### src/rtl/maexp_pkg.sv
// maexp_pkg: shared types and constants for the modular ALU.
// No dependencies.
`timescale 1ns / 1ps
package maexp_pkg;

  localparam int unsigned QW = 31;

  typedef enum logic [2:0] {
    FUNC_ADD = 3'd0,
    FUNC_SUB = 3'd1,
    FUNC_MUL = 3'd2,
    FUNC_POW = 3'd3,
    FUNC_INV = 3'd4
  } func_t;

  typedef enum logic [1:0] {
    ERR_OK     = 2'd0,
    ERR_INV0   = 2'd1,
    ERR_NEGEXP = 2'd2
  } err_t;

  // datapath operations
  typedef enum logic [2:0] {
    OP_NONE,
    OP_LOAD,    // latch operands, start reductions
    OP_SETUP,   // pick exponent, init accumulator
    OP_ADDSUB,  // final add/sub result
    OP_MULRA,   // start multiply ra*rb
    OP_MULACC,  // start acc*base
    OP_MULSQ    // start base*base
  } dop_t;

  typedef struct packed {
    dop_t op;
  } dp_cmd_t;

  typedef struct packed {
    logic red_done;   // operand reduction finished
    logic mul_done;   // multiply-reduce finished
    logic degenerate; // modulus below 2
    logic b_neg;
    logic ra_zero;
    logic exp_zero;
    logic exp_lsb;
  } dp_sts_t;

  typedef enum logic [3:0] {
    ST_IDLE, ST_RED, ST_DISPATCH, ST_MUL_WAIT, ST_POW_TEST, ST_ACC_WAIT,
    ST_SQ_WAIT, ST_DONE
  } state_t;

endpackage

### src/rtl/modular_alu_with_exponentiation_core.sv
// modular_alu_with_exponentiation_core: top level of the modular ALU.
// Uses maexp_pkg, maexp_ctrl, maexp_datapath.
`timescale 1ns / 1ps
// Modular ALU over a programmable modulus (APB register 0, reset 12289).
// One transaction in gives one transaction out. Items are processed one at
// a time. Both operands are reduced by bit-serial dividers; each modular
// multiply runs on one shared multiplier and 64-step remainder unit. Power
// does a square for every exponent bit and one more multiply for every one
// bit; inverse is power with exponent modulus-2. The result sits in an
// output register; a new item is taken as soon as the result has moved into
// it. Error codes: 1 inverse of zero, 2 negative exponent.
module modular_alu_with_exponentiation_core #(
  parameter int unsigned OPERAND_WIDTH = 64
) (
  input  logic                     clk,
  input  logic                     rst,
  input  logic                     psel,
  input  logic                     penable,
  input  logic                     pwrite,
  input  logic [1:0]               paddr,
  input  logic [31:0]              pwdata,
  output logic [31:0]              prdata,
  output logic                     pready,
  input  logic                     in_valid,
  output logic                     in_stall,
  input  logic [2:0]               func,
  input  logic [OPERAND_WIDTH-1:0] operand_a,
  input  logic [OPERAND_WIDTH-1:0] operand_b,
  output logic                     out_valid,
  input  logic                     out_stall,
  output logic [30:0]              result,
  output logic [1:0]               error_code
);
  logic [30:0]        modulus;
  logic               in_go, busy, finish, res_zero, out_free;
  maexp_pkg::dp_cmd_t cmd;
  maexp_pkg::dp_sts_t sts;
  maexp_pkg::err_t    err;
  logic [30:0]        acc;

  assign pready = 1'b1;
  assign prdata = (paddr == 2'd0) ? {1'b0, modulus} : 32'd0;

  always_ff @(posedge clk) begin
    if (rst) modulus <= 31'd12289;
    else if (psel && penable && pwrite && paddr == 2'd0) modulus <= pwdata[30:0];
  end

  assign in_stall = busy;
  assign in_go    = in_valid && !busy;
  assign out_free = !out_valid || !out_stall;

  maexp_ctrl u_ctrl (
    .clk, .rst, .in_go, .func, .sts, .out_free, .cmd, .busy, .finish,
    .res_zero, .err
  );

  maexp_datapath #(.OW(OPERAND_WIDTH)) u_dp (
    .clk, .rst, .cmd, .func, .operand_a, .operand_b, .modulus, .sts,
    .acc_out(acc)
  );

  // output register
  always_ff @(posedge clk) begin
    if (rst) out_valid <= 1'b0;
    else if (finish) out_valid <= 1'b1;
    else if (!out_stall) out_valid <= 1'b0;
    if (finish) begin
      result     <= res_zero ? 31'd0 : acc;
      error_code <= err;
    end
  end

`ifndef ASSERT_OFF
  a_one_out: assert property (@(posedge clk) disable iff (rst)
    finish |-> out_free) else $error("result overwritten");
  a_ra_range: assert property (@(posedge clk) disable iff (rst)
    finish && !res_zero |-> (acc < modulus) || (acc == 31'd1))
    else $error("result out of range");
  a_no_accept_busy: assert property (@(posedge clk) disable iff (rst)
    busy |-> in_stall) else $error("accept while busy");
`endif
endmodule

### src/rtl/maexp_moddiv.sv
// maexp_moddiv: bit-serial remainder of an unsigned value by a 31-bit modulus.
// Uses maexp_pkg.
`timescale 1ns / 1ps
module maexp_moddiv #(
  parameter int unsigned NW = 64
) (
  input  logic                    clk,
  input  logic                    rst,
  input  logic                    start,
  input  logic [NW-1:0]           num,
  input  logic [maexp_pkg::QW-1:0] q,
  output logic                    done,
  output logic [maexp_pkg::QW-1:0] rem
);
  localparam int unsigned CW = $clog2(NW + 1);

  logic [NW-1:0]           sh;
  logic [maexp_pkg::QW:0]  r;
  logic [CW-1:0]           cnt;
  logic                    busy;
  logic [maexp_pkg::QW+1:0] trial;

  assign trial = {r, sh[NW-1]};
  assign rem   = r[maexp_pkg::QW-1:0];

  always_ff @(posedge clk) begin
    if (rst) begin
      busy <= 1'b0;
      done <= 1'b0;
    end else begin
      done <= 1'b0;
      if (start) begin
        busy <= 1'b1;
        cnt  <= CW'(NW);
        sh   <= num;
        r    <= '0;
      end else if (busy) begin
        // restoring step, one quotient bit per cycle
        if (trial >= {2'b00, q})
          r <= (maexp_pkg::QW+1)'(trial - {2'b00, q});
        else
          r <= trial[maexp_pkg::QW:0];
        sh  <= {sh[NW-2:0], 1'b0};
        cnt <= cnt - 1'b1;
        if (cnt == CW'(1)) begin
          busy <= 1'b0;
          done <= 1'b1;
        end
      end
    end
  end
endmodule

### src/rtl/maexp_datapath.sv
// maexp_datapath: operand registers, reducers, multiplier and accumulator.
// Uses maexp_pkg and maexp_moddiv.
`timescale 1ns / 1ps
module maexp_datapath #(
  parameter int unsigned OW = 64
) (
  input  logic                     clk,
  input  logic                     rst,
  input  maexp_pkg::dp_cmd_t       cmd,
  input  logic [2:0]               func,
  input  logic [OW-1:0]            operand_a,
  input  logic [OW-1:0]            operand_b,
  input  logic [maexp_pkg::QW-1:0] modulus,
  output maexp_pkg::dp_sts_t       sts,
  output logic [maexp_pkg::QW-1:0] acc_out
);
  localparam int unsigned QW = maexp_pkg::QW;

  logic [QW-1:0] q;
  logic [OW-1:0] a, b, ea;
  logic [2:0]    fn;
  logic [QW-1:0] ra, rb, acc, base;
  logic [OW-1:0] expo;
  logic          red_pend_a, red_pend_b;
  logic [QW-1:0] rem_a, rem_b, rem_m;
  logic          done_a, done_b, done_m, red_start;
  logic [OW-1:0] mag_a, mag_b;
  logic [QW-1:0] ra_n, rb_n;
  logic          mul_start;
  logic [63:0]   prod;
  logic [QW-1:0] mx, my;
  logic [QW:0]   sum;
  logic [1:0]    mul_dst;

  // reducers sample the magnitude at load, straight from the input ports
  assign mag_a = operand_a[OW-1] ? OW'(~operand_a + 1'b1) : operand_a;
  assign mag_b = operand_b[OW-1] ? OW'(~operand_b + 1'b1) : operand_b;

  maexp_moddiv #(.NW(OW)) u_red_a (
    .clk, .rst, .start(red_start), .num(mag_a), .q, .done(done_a), .rem(rem_a)
  );
  maexp_moddiv #(.NW(OW)) u_red_b (
    .clk, .rst, .start(red_start), .num(mag_b), .q, .done(done_b), .rem(rem_b)
  );
  maexp_moddiv #(.NW(64)) u_red_m (
    .clk, .rst, .start(mul_start), .num(prod), .q, .done(done_m), .rem(rem_m)
  );

  assign ra_n = (a[OW-1] && rem_a != '0) ? QW'(q - rem_a) : rem_a;
  assign rb_n = (b[OW-1] && rem_b != '0) ? QW'(q - rem_b) : rem_b;
  assign sum  = (fn == maexp_pkg::FUNC_SUB) ? ({1'b0, ra} + {1'b0, q} - {1'b0, rb})
                                            : ({1'b0, ra} + {1'b0, rb});

  always_comb begin
    mx = ra;
    my = rb;
    case (cmd.op)
      maexp_pkg::OP_MULACC: begin mx = acc;  my = base; end
      maexp_pkg::OP_MULSQ:  begin mx = base; my = base; end
      default: ;
    endcase
  end

  assign red_start = (cmd.op == maexp_pkg::OP_LOAD);
  assign mul_start = (cmd.op == maexp_pkg::OP_MULRA) || (cmd.op == maexp_pkg::OP_MULACC)
                  || (cmd.op == maexp_pkg::OP_MULSQ);
  assign ea = OW'({1'b0, q} - 32'd2);

  // registering the product ahead of the reducer start is avoided by
  // driving the reducer from the combinational product captured at start
  always_comb prod = {33'd0, mx} * {33'd0, my};

  always_ff @(posedge clk) begin
    if (rst) begin
      red_pend_a <= 1'b0;
      red_pend_b <= 1'b0;
    end else begin
      if (red_start) begin
        red_pend_a <= 1'b1;
        red_pend_b <= 1'b1;
      end else begin
        if (done_a) red_pend_a <= 1'b0;
        if (done_b) red_pend_b <= 1'b0;
      end
    end
  end

  always_ff @(posedge clk) begin
    case (cmd.op)
      maexp_pkg::OP_LOAD: begin
        a  <= operand_a;
        b  <= operand_b;
        fn <= func;
        q  <= modulus;
      end
      maexp_pkg::OP_SETUP: begin
        acc  <= QW'(1);
        base <= ra;
        expo <= (fn == maexp_pkg::FUNC_INV) ? ea : b;
      end
      maexp_pkg::OP_ADDSUB:
        acc <= (sum >= {1'b0, q}) ? QW'(sum - {1'b0, q}) : sum[QW-1:0];
      default: ;
    endcase
    if (done_a) ra <= ra_n;
    if (done_b) rb <= rb_n;
    // the controller tells which register takes the product
    if (done_m && mul_dst == 2'd0) acc <= rem_m;
    if (done_m && mul_dst == 2'd1) acc <= rem_m;
    if (done_m && mul_dst == 2'd2) begin
      base <= rem_m;
      expo <= expo >> 1;
    end
  end

  always_ff @(posedge clk) begin
    if (mul_start)
      mul_dst <= (cmd.op == maexp_pkg::OP_MULSQ) ? 2'd2 : 2'd0;
  end

  assign sts.red_done   = !red_pend_a && !red_pend_b;
  assign sts.mul_done   = done_m;
  assign sts.degenerate = (q < QW'(2));
  assign sts.b_neg      = b[OW-1];
  assign sts.ra_zero    = (ra == '0);
  assign sts.exp_zero   = (expo == '0);
  assign sts.exp_lsb    = expo[0];
  assign acc_out        = acc;
endmodule

### src/rtl/maexp_ctrl.sv
// maexp_ctrl: sequencer for the modular ALU.
// Uses maexp_pkg.
`timescale 1ns / 1ps
module maexp_ctrl (
  input  logic               clk,
  input  logic               rst,
  input  logic               in_go,
  input  logic [2:0]         func,
  input  maexp_pkg::dp_sts_t sts,
  input  logic               out_free,
  output maexp_pkg::dp_cmd_t cmd,
  output logic               busy,
  output logic               finish,
  output logic               res_zero,
  output maexp_pkg::err_t    err
);
  maexp_pkg::state_t state, state_next;
  logic [2:0]        fn;
  maexp_pkg::err_t   err_next;
  logic              zero_next;

  always_ff @(posedge clk) begin
    if (rst) begin
      state    <= maexp_pkg::ST_IDLE;
      err      <= maexp_pkg::ERR_OK;
      res_zero <= 1'b0;
    end else begin
      state    <= state_next;
      err      <= err_next;
      res_zero <= zero_next;
    end
    if (in_go) fn <= func;
  end

  always_comb begin
    state_next = state;
    cmd.op     = maexp_pkg::OP_NONE;
    err_next   = err;
    zero_next  = res_zero;
    finish     = 1'b0;
    case (state)
      maexp_pkg::ST_IDLE: begin
        if (in_go) begin
          cmd.op     = maexp_pkg::OP_LOAD;
          err_next   = maexp_pkg::ERR_OK;
          zero_next  = 1'b0;
          state_next = maexp_pkg::ST_RED;
        end
      end
      maexp_pkg::ST_RED:
        if (sts.red_done) state_next = maexp_pkg::ST_DISPATCH;
      maexp_pkg::ST_DISPATCH: begin
        state_next = maexp_pkg::ST_DONE;
        if (sts.degenerate) zero_next = 1'b1;
        else begin
          case (fn)
            maexp_pkg::FUNC_ADD, maexp_pkg::FUNC_SUB: cmd.op = maexp_pkg::OP_ADDSUB;
            maexp_pkg::FUNC_MUL: begin
              cmd.op     = maexp_pkg::OP_MULRA;
              state_next = maexp_pkg::ST_MUL_WAIT;
            end
            maexp_pkg::FUNC_POW: begin
              if (sts.b_neg) begin
                zero_next = 1'b1;
                err_next  = maexp_pkg::ERR_NEGEXP;
              end else begin
                cmd.op     = maexp_pkg::OP_SETUP;
                state_next = maexp_pkg::ST_POW_TEST;
              end
            end
            maexp_pkg::FUNC_INV: begin
              if (sts.ra_zero) begin
                zero_next = 1'b1;
                err_next  = maexp_pkg::ERR_INV0;
              end else begin
                cmd.op     = maexp_pkg::OP_SETUP;
                state_next = maexp_pkg::ST_POW_TEST;
              end
            end
            default: zero_next = 1'b1;
          endcase
        end
      end
      maexp_pkg::ST_MUL_WAIT:
        if (sts.mul_done) state_next = maexp_pkg::ST_DONE;
      maexp_pkg::ST_POW_TEST: begin
        if (sts.exp_zero) state_next = maexp_pkg::ST_DONE;
        else if (sts.exp_lsb) begin
          cmd.op     = maexp_pkg::OP_MULACC;
          state_next = maexp_pkg::ST_ACC_WAIT;
        end else begin
          cmd.op     = maexp_pkg::OP_MULSQ;
          state_next = maexp_pkg::ST_SQ_WAIT;
        end
      end
      maexp_pkg::ST_ACC_WAIT:
        if (sts.mul_done) begin
          cmd.op     = maexp_pkg::OP_MULSQ;
          state_next = maexp_pkg::ST_SQ_WAIT;
        end
      maexp_pkg::ST_SQ_WAIT:
        if (sts.mul_done) state_next = maexp_pkg::ST_POW_TEST;
      maexp_pkg::ST_DONE: begin
        if (out_free) begin
          finish     = 1'b1;
          state_next = maexp_pkg::ST_IDLE;
        end
      end
      default: state_next = maexp_pkg::ST_IDLE;
    endcase
  end

  assign busy = (state != maexp_pkg::ST_IDLE);

`ifndef ASSERT_OFF
  a_load_idle: assert property (@(posedge clk) disable iff (rst)
    cmd.op == maexp_pkg::OP_LOAD |-> !busy) else $error("load while busy");
  a_finish_done: assert property (@(posedge clk) disable iff (rst)
    finish |=> state == maexp_pkg::ST_IDLE) else $error("finish not followed by idle");
  a_err_zero: assert property (@(posedge clk) disable iff (rst)
    err != maexp_pkg::ERR_OK |-> res_zero) else $error("error without zero result");
`endif
endmodule
### config.mk
export PLATFORM = sky130hd
export DESIGN_NAME = modular_alu_with_exponentiation_core
export DESIGN_NICKNAME = d
export VERILOG_FILES = /design/src/rtl/maexp_pkg.sv /design/src/rtl/modular_alu_with_exponentiation_core.sv /design/src/rtl/maexp_moddiv.sv /design/src/rtl/maexp_datapath.sv /design/src/rtl/maexp_ctrl.sv
export SDC_FILE = /design/constraint.sdc
export NUM_CORES = 2
export LEC_CHECK = 0
export BUFFER_PORTS_ARGS = -buffer_cell sky130_fd_sc_hd__buf_2
export CAP_MARGIN = 20
export CORE_MARGIN = 2
export CORE_UTILIZATION = 40
export CTS_CLUSTER_SIZE = 30
export DETAILED_ROUTE_END_ITERATION = 6
export HOLD_SLACK_MARGIN = 0.15
export PLACE_DENSITY = 0.65
export SKIP_LAST_GASP = 1
export SLEW_MARGIN = 20
export SYNTH_ARGS = -nofsm -noshare
export SYNTH_HDL_FRONTEND = slang
export SYNTH_SLANG_ARGS = --single-unit
### constraint.sdc
create_clock -name clk -period 9.2 [get_ports clk]
set_clock_uncertainty 0.2 [all_clocks]
set_input_delay 0.92 -clock clk [delete_from_list [all_inputs] [get_ports clk]]
set_output_delay 0.92 -clock clk [all_outputs]
set_load 0.03 [all_outputs]
==> Implementation_results.wiki <==
{| class="wikitable"
! Metric !! Value
|-
| Largest driver fanout on the critical path || 6
|-
| Leading cell types by total area after synthesis || sky130_fd_sc_hd__edfxtp_1 25%, sky130_fd_sc_hd__fa_1 23%, sky130_fd_sc_hd__ha_1 8.9%, sky130_fd_sc_hd__inv_1 5.8%, sky130_fd_sc_hd__nand2_1 5.7%
|-
| Worst slew slack as a fraction of its limit || 0.217
|-
| First-iteration detailed-routing DRC count || 5492
|-
| Post-synthesis async set-or-reset flop share || 0
|-
| Number of max-slew violations in the final report || 0
|-
| Setup repair after global routing missed its margin || true
|-
| Final worst path period need || 10.04 ns
|-
| Starting density of the core || 0.402
|-
| Cell at the root of the clock tree || sky130_fd_sc_hd__clkbuf_16
|-
| Xor and xnor area share after synthesis || 0.0484
|-
| P&R area growth vs syn || 19.4%
|-
| Yosys Warn Count || 0
|-
| Cell type contributing the most total cell area after synthesis || sky130_fd_sc_hd__edfxtp_1
|-
| Outcome || finished, violations left
|-
| Largest family of logic cells by synthesized area || adder cells
|-
| Synth Flop Type || sky130_fd_sc_hd__edfxtp_1
|-
| Post-route clock period utilization || 1.09
|-
| Largest buffer count on any clock path || 3
|-
| WHS Path Cells || 1
|-
| Maximum operating frequency || 99.6 MHz
|-
| Mean instance size in the synthesized netlist || 9.02 µm²
|-
| DRT Wirelength || between 200000 and 300000 µm
|-
| Fraction of final layout cells sized beyond drive strength 1 || 0.172
|-
| Share of synthesized area occupied by flip-flops and latches || 0.261
|-
| Worst setup SP type || flop
|-
| Overall die area || 0.194 mm²
|-
| Post-synthesis instance total || 8469
|-
| Antenna violations before repair || 9
|-
| MaxCap Viol Count || 0
|-
| Number of buffers created by CTS || 84
|-
| Routed WL per cell || about 22 µm
|-
| EDFF count, synth || approximately 630
|-
| Netlist Area Pre-Place || between 0.07 and 0.08 mm²
|-
| Height of the chip || 441 µm
|-
| Source of the worst register-to-register timing path || u_dp.expo[9]$_DFFE_PP_
|-
| Wire length of the first global-routing pass || 383000 µm
|-
| Vias in the first global route || 64500
|-
| Clock H-tree levels || 3
|-
| WP data arrival || between 10 and 15 ns
|-
| Worst Path Class, Setup || reg -> reg
|-
| Violations in the final reports || negative setup slack
|-
| Final-layout fill cell count || 17700
|-
| Slowest CP cell || sky130_fd_sc_hd__fa_1
|-
| Adder-cell area share of the yosys netlist || 0.318
|-
| Pin count of the biggest net entering global routing || 127
|-
| Element type at the critical path end || flop
|-
| Start point of the worst min-delay path || operand_b[43]
|-
| Area after DPL || roughly 0.086 mm²
|-
| Clk sink count || between 600 and 700
|-
| Logic depth of the worst register-to-register path || between 40 and 50
|-
| Worst setup slack after layout || -0.835 ns
|-
| Mux contribution to synthesized area || 0.0169
|-
| Endpoint required time on the critical path || between 9 and 10 ns
|-
| Remaining Overflow, GRT || 0
|-
| Detailed-placement wirelength estimate || 206000 µm
|-
| Clock tree from TritonCTS || done
|-
| Largest incremental delay on the critical path || roughly 0.56 ns
|-
| First-pass detailed-route iteration total || 6
|-
| Number of register bits inferred by synthesis || 679
|-
| Fin nets || 10800
|-
| Simple-gate portion of the synthesized area || 0.154
|-
| Share of the synthesized area in the top cell type || 0.249
|-
| Vias || 63600
|-
| Total core area || 0.190 mm²
|-
| Count of standard-cell rows || 160
|-
| Class of the tightest hold or removal check || in -> reg
|-
| Width of the chip || 441 µm
|-
| Compound-cell area share of the yosys netlist || 0.124
|-
| Number of primary I/O pins || 240
|-
| Transition time at the pin with the least slew margin || 1.17 ns
|-
| Summed area of non-filler cells in the final layout || just over 0.09 mm²
|-
| Worst path most repeated cell || sky130_fd_sc_hd__fa_1
|-
| Worst-path clk slew || about 0.060 ns
|-
| Final hold violation count || 0
|-
| Clock latency reported for the late side of the worst-skew pair || roughly 0.76 ns
|-
| Final setup violation count || 43
|-
| Routability congestion estimate || 1.00
|-
| Via-to-Cell Ratio || approximately 5.4
|-
| Syn nets || 10100
|-
| Number of nets still failing antenna checks after routing || 0
|-
| Library cells used by synthesis || 94
|-
| Count of buffers from port buffering || 236
|-
| DRC violation count after routing || 0
|-
| Total routing usage reported by global routing || 0.258
|-
| Worst Setup SP || u_dp.expo[9]$_DFFE_PP_
|}
## registers in the layout, summed over array words and instances (netlist names), 32 cells and up
register / count
u_dp.u_red_b.r: 32
u_dp.u_red_m.r: 32
u_dp.expo: 64
u_dp.b: 64
u_dp.u_red_b.sh: 64
u_dp.u_red_m.sh: 64
u_dp.u_red_a.r: 32
u_dp.u_red_a.sh: 64
## cells in the final DEF, fill, tap and decap left out, types with 236 or more instances in the layout
cell	instances
sky130_fd_sc_hd__edfxtp_1	632
sky130_fd_sc_hd__buf_4	625
sky130_fd_sc_hd__o21ai_0	493
sky130_fd_sc_hd__inv_1	1128
sky130_fd_sc_hd__buf_2	236
sky130_fd_sc_hd__ha_1	513
sky130_fd_sc_hd__a21oi_1	403
sky130_fd_sc_hd__nand2_1	1138
sky130_fd_sc_hd__nor2_1	822
sky130_fd_sc_hd__fa_1	827
## logic make-up (layout without fill, tap and decap cells)
kind of cell               count (synthesis)  in the layout
xor gates and xnor gates                 422            422
and+or+nand+nor                         2697           2697
buffers and inverters                   1565           2348
DFF                                      679            679
muxes                                    125            125
AOI/OAI and AO/OA                       1562           1562
other                                      2              5
adders and majority gates               1417           1417
## synthesized netlist by cell type (12+ instances only)
cell,instances
sky130_fd_sc_hd__a211oi_1,45
sky130_fd_sc_hd__a21o_1,126
sky130_fd_sc_hd__a21oi_1,435
sky130_fd_sc_hd__a22oi_1,36
sky130_fd_sc_hd__a31oi_1,34
sky130_fd_sc_hd__and2_1,93
sky130_fd_sc_hd__and3_1,30
sky130_fd_sc_hd__buf_1,16
sky130_fd_sc_hd__buf_2,20
sky130_fd_sc_hd__clkbuf_1,341
sky130_fd_sc_hd__dfxtp_1,47
sky130_fd_sc_hd__edfxtp_1,632
sky130_fd_sc_hd__fa_1,875
sky130_fd_sc_hd__ha_1,541
sky130_fd_sc_hd__inv_1,1182
sky130_fd_sc_hd__mux2_2,31
sky130_fd_sc_hd__mux2i_1,94
sky130_fd_sc_hd__nand2_1,1159
sky130_fd_sc_hd__nand2b_1,42
sky130_fd_sc_hd__nand3_1,91
sky130_fd_sc_hd__nand3b_1,12
sky130_fd_sc_hd__nand4_1,57
sky130_fd_sc_hd__nor2_1,873
sky130_fd_sc_hd__nor2b_1,74
sky130_fd_sc_hd__nor3_1,73
sky130_fd_sc_hd__nor4_1,69
sky130_fd_sc_hd__o211ai_1,15
sky130_fd_sc_hd__o21a_1,49
sky130_fd_sc_hd__o21ai_0,528
sky130_fd_sc_hd__o21ai_1,18
sky130_fd_sc_hd__o21bai_1,49
sky130_fd_sc_hd__o31ai_1,68
sky130_fd_sc_hd__o41ai_1,30
sky130_fd_sc_hd__or2_2,19
sky130_fd_sc_hd__or3_1,41
sky130_fd_sc_hd__or4_1,21
sky130_fd_sc_hd__xnor2_1,196
sky130_fd_sc_hd__xor2_1,226
## final timing paths
kind	to	slack (ns)
worst max-delay path	u_dp.u_red_m.sh[59]$_DFFE_PP_	-0.84
worst min-delay path	u_dp.b[43]$_DFFE_PP_	0.19
worst max register to register	u_dp.u_red_m.sh[59]$_DFFE_PP_	-0.84
worst min register to register	error_code[0]$_DFFE_PP_	0.24
## routing by layer
metal | vias to the layer above | wire, µm | GRT usage
met1 | 31200 | 103000 | 0.336
met2 | 2596 | 116000 | 0.419
met4 | 6 | 13700 | 0.119
met5 | - | 31 | 0
met3 | 489 | 20700 | 0.0459
li1 | 29400 | - | -
## critical path: cells and delay by family, from the launching register on
kind,cells,cell delay [ns]
AOI/OAI and AO/OA,8,1.47
adders and majority gates,9,4.01
buffers and inverters,15,1.89
DFF,1,0.43
and+or+nand+nor,10,1.70
## timing repair
item,in CTS,in global routing
setup buffers,48,45
setup endpoints to repair,46,49
pin swaps,146,180
endpoints found under the hold margin,3,0
hold buffers,3,0
gates cloned,5,2
resized for setup,254,209
## metrics by stage
stage                     setup WS [ns]   util  setup TNS [ns]  hold WS [ns]  cells
final                            -0.835  0.480          -20.14         0.194  11800
after global routing              -1.25  0.480          -36.80         0.172  11800
after CTS                        -0.785  0.474          -20.98         0.151  11700
after detailed placement          -1.25  0.450          -34.62         0.222  11500
after global placement            -1.23  0.450          -34.07         0.222  11500
after floorplan                 0.00131      -               0         0.209   8469
## cell type report
| type | count | area (µm²) | area share |
|---|---|---|---|
| tap | 2511 | 3140 | 0.0345 |
| timing repair buffer | 1006 | 8340 | 0.0914 |
| sequential | 679 | 19900 | 0.218 |
| inverter | 1185 | 4460 | 0.0489 |
| antenna | 3 | 7.51 | 0.0000823 |
| clock inverter | 58 | 586 | 0.00642 |
| clock buffer | 99 | 2280 | 0.0251 |
| multi-input combinational | 6225 | 52500 | 0.575 |
Power is left out: the tool's default activity adds up to more than one toggle a clock period on the data nets, which glitch-free logic cannot reach.
